===== src/design/swm_pkg.sv =====
// Shared types and fixed widths for the sliding window median unit.
package swm_pkg;

  // Fixed field widths.
  localparam int SAMPLE_W = 32;
  localparam int WSIZE_W  = 6;

  // Window size after reset.
  localparam logic [WSIZE_W-1:0] WSIZE_RESET = 6'd3;

  // Commands from the controller to the datapath.
  typedef struct packed {
    logic load;    // latch the accepted item and fetch the oldest ring entry
    logic remove;  // drop the oldest sample from the sorted cells
    logic insert;  // place the new sample in the sorted cells and the ring
    logic emit;    // load the output register with the median
  } swm_cmd_t;

  // Status from the datapath to the controller.
  typedef struct packed {
    logic has_result;  // window is full after the insert
    logic out_free;    // output register can take a new item this cycle
  } swm_status_t;

endpackage


===== src/design/swm_ctrl.sv =====
// Controller: sequences fetch, remove, insert and output of one item.
module swm_ctrl
  import swm_pkg::*;
  (
    input  logic        clk,
    input  logic        rst,
    input  logic        sample_valid,
    output logic        sample_ready,
    input  swm_status_t status,
    output swm_cmd_t    cmd
  );

  typedef enum logic [1:0] {
    IDLE,
    REMOVE,
    INSERT,
    FINISH
  } state_t;

  state_t state;

  // State register.
  always_ff @(posedge clk) begin
    if (rst) begin
      state <= IDLE;
    end else begin
      case (state)
        IDLE: begin
          if (sample_valid) begin
            state <= REMOVE;
          end
        end
        REMOVE: begin
          state <= INSERT;
        end
        INSERT: begin
          state <= FINISH;
        end
        FINISH: begin
          if (!status.has_result || status.out_free) begin
            state <= IDLE;
          end
        end
        default: begin
          state <= IDLE;
        end
      endcase
    end
  end

  // Commands decoded from the state.
  assign sample_ready = (state == IDLE);
  assign cmd.load     = (state == IDLE) && sample_valid;
  assign cmd.remove   = (state == REMOVE);
  assign cmd.insert   = (state == INSERT);
  assign cmd.emit     = (state == FINISH) && status.has_result && status.out_free;

endmodule


===== config.mk =====
export PLATFORM = sky130hd
export DESIGN_NAME = swm_ctrl
export DESIGN_NICKNAME = d
export VERILOG_FILES = /design/src/design/swm_pkg.sv /design/src/design/swm_ctrl.sv
export SDC_FILE = /design/constraint.sdc
export NUM_CORES = 1
export LEC_CHECK = 0
export BUFFER_PORTS_ARGS = -buffer_cell sky130_fd_sc_hd__buf_2
export CAP_MARGIN = 40
export CORE_AREA = 2 2 39 41
export CTS_BUF_LIST = sky130_fd_sc_hd__clkbuf_8
export DETAILED_ROUTE_END_ITERATION = 10
export DIE_AREA = 0 0 41 43
export SETUP_SLACK_MARGIN = 0.2
export SLEW_MARGIN = 20
export SYNTH_ARGS = -nofsm -noshare
export SYNTH_HDL_FRONTEND = slang
export SYNTH_SLANG_ARGS = --single-unit

===== constraint.sdc =====
create_clock -name clk -period 1.32 [get_ports clk]
set_input_delay 0.264 -clock clk [delete_from_list [all_inputs] [get_ports clk]]
set_output_delay 0.264 -clock clk [all_outputs]
set_load 0.02 [all_outputs]

Word level (Yosys, flattened, before mapping) --
Cells that the tools add are included.
Cells by class: equal/unequal tests 5, reductions and logical operators 7, multiplexer cells 3
Operators by type and width (count):
- 2-bit one-hot mux with 4 select lines | 1
- 2-bit equality test, second input constant | 2
- 2-bit 2-to-1 mux | 2
- 2-bit != test, second input constant | 2
- 1-bit logical AND | 3
- 2-bit by 1-bit equality test with 1-bit output, second input constant | 1
- 2-bit zero test | 1
- 2-bit AND reduction | 1
- 1-bit zero test | 1
- 1-bit logical OR | 1
Word-level totals: bits in registers 2, output and inout bits 5

Depth between registers and ports, before layout --
word-level depth 4, gate-level depth with buffers 5

Least setup slack after synthesis --
OpenSTA, ideal clock, no wires.
kind reg-to-output, from register state[0], to output cmd[3] (netlist bit), cell stages (with the launch flop) 4, buffers on the path 0, data arrival time 0.990 ns, slack 0.066 ns, cell sequence dfxtp_1 > inv_1 > ha_1 > and2_1
RTL lines:
- start: declaration | line swm_ctrl.sv:20 | state_t state;
- start signal: assignment | line swm_ctrl.sv:25 | state <= IDLE;
- start signal: assignment | line swm_ctrl.sv:30 | state <= REMOVE;
- start signal: assignment | line swm_ctrl.sv:34 | state <= INSERT;
- end: declaration | line swm_ctrl.sv:10 | output swm_cmd_t cmd

==> metrics <==
CP Data Required Time between 1000 and 1500 ps; yosys warns 0; final setup violation count 0; largest registers state (2); Iter 0 DRT Violations 0; max FFs per register 2; status complete, no violations; Post-route DRC 0; Crit-path slowest cell dfxtp_4; share of layout cells above drive strength 1 0.7813; IO Pins 10; Die ar. 0.001763 mm2; number of clock sinks 2; min cycle time layout around 1300 ps; first-pass GRT wire length 517 um; drt total wl 379 um; Hold Vio Cnt, Final 0; largest net degree at the start of global routing 5; Sum Neg Setup Slack 0 ps; largest cells by area after synthesis ha_1 27%, dfxtp_1 22%, nand3b_4 11%; highest cell delay on the worst timing path about 350 ps; Max rail drop VDD 0.4820 mV; met1 usage 0.02548; Mapped Area 185.2 um2; Post-CTS Hold Buffers 0; die width between 40 and 50 um; Final GP Congestion ~0.64; drt pass-1 iters 1; Max FO, Critical Path 4; Avg Synthesized Cell Area approximately 10 um2; WHS Path Cells 2; Antenna Cells 0; global route overflow 0; gr busiest metal met4; class of the worst hold path input port to register; antenna violations before repair 0; unrepaired setup endpoints after global routing yes; most flop-heavy register state; Skew-Pair Late Insertion Delay approximately 210 ps; Synth Instances 18; Seq/Total Area, Yosys 0.2162; arrival time at the worst endpoint between 1000 and 1500 ps; PortBufs 9; Non-Filler Instances 48; # rows 14; skew final about 0.54 ps; Final Slew Violations 0; CTS Buf Count 3; Syn Nets 27; actual slew at the worst max-slew pin 183.4 ps; wire per inst roughly 7.9 um; worst min-delay path startpoint rst; die height between 40 and 50 um; path depth of the worst reg2reg path 6; FF-to-FF End state[0]; number of global-route vias before repair between 150 and 200; post-synth top area share 0.2703; Final WS setup between 30 and 40 ps; R2R Setup Slk between 150 and 200 ps; static leakage 0.1820 nW; Final Net Count 43; clock transition at the registers of the reported paths roughly 30 ps; M3 GR Usage 0.03141; met2 global-route usage 0.07813; Placed Cells 43; origin of the critical flop-to-flop path state[0]; Cell Chain, Critical Path ha_4, and3_2, buf_6; fin crit share 0.9756; clock buffer depth 2; htree depth 1; pre-CTS setup slack between 100 and 150 ps; PwrDens roughly 2400 mW/mm2; f_max between 0.7 and 0.8 GHz; via count between 150 and 200; GRT Total Usage 0.05105; CTS tree built; DP Wirelength between 300 and 400 um; WS Path Type register to output port; Post-DRT Antenna Nets 0; Via density roughly 3.6; synth unique cells 11; initial core utilization 0.1338; Hold Path Sink state[0]; area growth from synthesis to layout 100.7%; max-capacitance violation count 0; Max-slew headroom 0.8777; Startpoint Class register; biggest area consumer among synthesized cells ha_1; crit end category output port; number of synthesized register bits 2; CTS Root Cell clkbuf_8; core area roughly 0.0014 mm2
## cells in the final DEF (no fill, tap or decap)
master | Yosys | routed
a221oi_2 | 1 | 1
buf_4 | 0 | 2
ha_1 | 4 | 2
and2_4 | 0 | 1
nand2b_1 | 2 | 2
buf_2 | 0 | 5
dfxtp_4 | 0 | 2
and3_2 | 1 | 1
mux2i_1 | 1 | 1
inv_4 | 0 | 2
nor2_1 | 1 | 1
clkbuf_8 | 0 | 3
buf_6 | 0 | 4
inv_1 | 3 | 1
ha_4 | 0 | 2
o21ai_2 | 1 | 1
nand3b_4 | 1 | 1
## cell families after synthesis
| kind of cell | after synthesis | synth area share |
|---|---|---|
| AOI/OAI and AO/OA | 2 | 0.1284 |
| DFF | 2 | 0.2162 |
| muxes | 1 | 0.05406 |
| and+or+nand+nor | 6 | 0.2703 |
| adders and majority gates | 4 | 0.2703 |
| buffers and inverters | 3 | 0.06081 |
## where the power goes
part	switching [mW]	leakage (nW)	total (mW)	internal (mW)
logic	0.242	0.143	0.509	0.267
registers	0.0504	0.0178	0.157	0.106
clock network	0.0429	0.0216	0.235	0.192
## synthesized netlist by cell type
library cell	n
nor2_1	1
and2_1	1
mux2i_1	1
nand3b_4	1
ha_1	4
o21ai_2	1
and3_2	1
nand2b_1	2
inv_1	3
dfxtp_1	2
a221oi_2	1
## per-layer routing
metal | share of wire | wire [um]
met4 | 0 | 0
met3 | 0.092 | 35
met5 | 0 | 0
met1 | 0.34 | 128
met2 | 0.56 | 214
## timing repair
item                       CTS  global route
pin swaps                    2             0
setup endpoints to repair    7             7
resized for setup           19             0
setup buffers                2             0
## critical path, delay by kind of cell (launching register included)
family	cells	cell delay [ps]
adder cells (fa/ha/maj)	1	170
flip-flops	1	350
AND/OR/NAND/NOR	1	170
buffers and inverters	1	130
## how the worst max path moves through the flow
| stage | from | to | slack [ps] | cells past startpoint |
|---|---|---|---|---|
| after CTS | state[1] | cmd[3] | 20 | 4 |
| after detailed placement | state[0] | cmd[3] | 110 | 4 |
| final | state[1] | cmd[0] | 30 | 3 |
| after floorplan | state[0] | state[1] | 220 | 5 |
| after global routing | state[0] | cmd[3] | 7 | 4 |
| after global placement | state[0] | cmd[3] | 130 | 4 |
## through the flow
| stage | power [mW] | hold WS (ps) | utilization | area [um2] |
|---|---|---|---|---|
| floorplan | 0.4263 | 330.2 | - | 198.9 |
| finish | 0.9010 | 231.5 | 0.2685 | 371.6 |
| CTS | 0.9238 | 230.8 | 0.2685 | 371.6 |
| detailed placement | 0.5119 | 457.4 | 0.1908 | 264.0 |
| global route | 0.9715 | 239.3 | 0.2685 | 371.6 |
| global placement | 0.4953 | 459.3 | 0.1908 | 264.0 |
## cell type report
class / count / area, um2
inverters: 3 / 16.27
fillers: 154 / 1012
multi-input cells: 13 / 161.4
repair buffers: 11 / 85.08
clock buffers: 3 / 41.29
flip-flops and latches: 2 / 47.55
well taps: 16 / 20.02
Power figures use the tool's default switching activity.
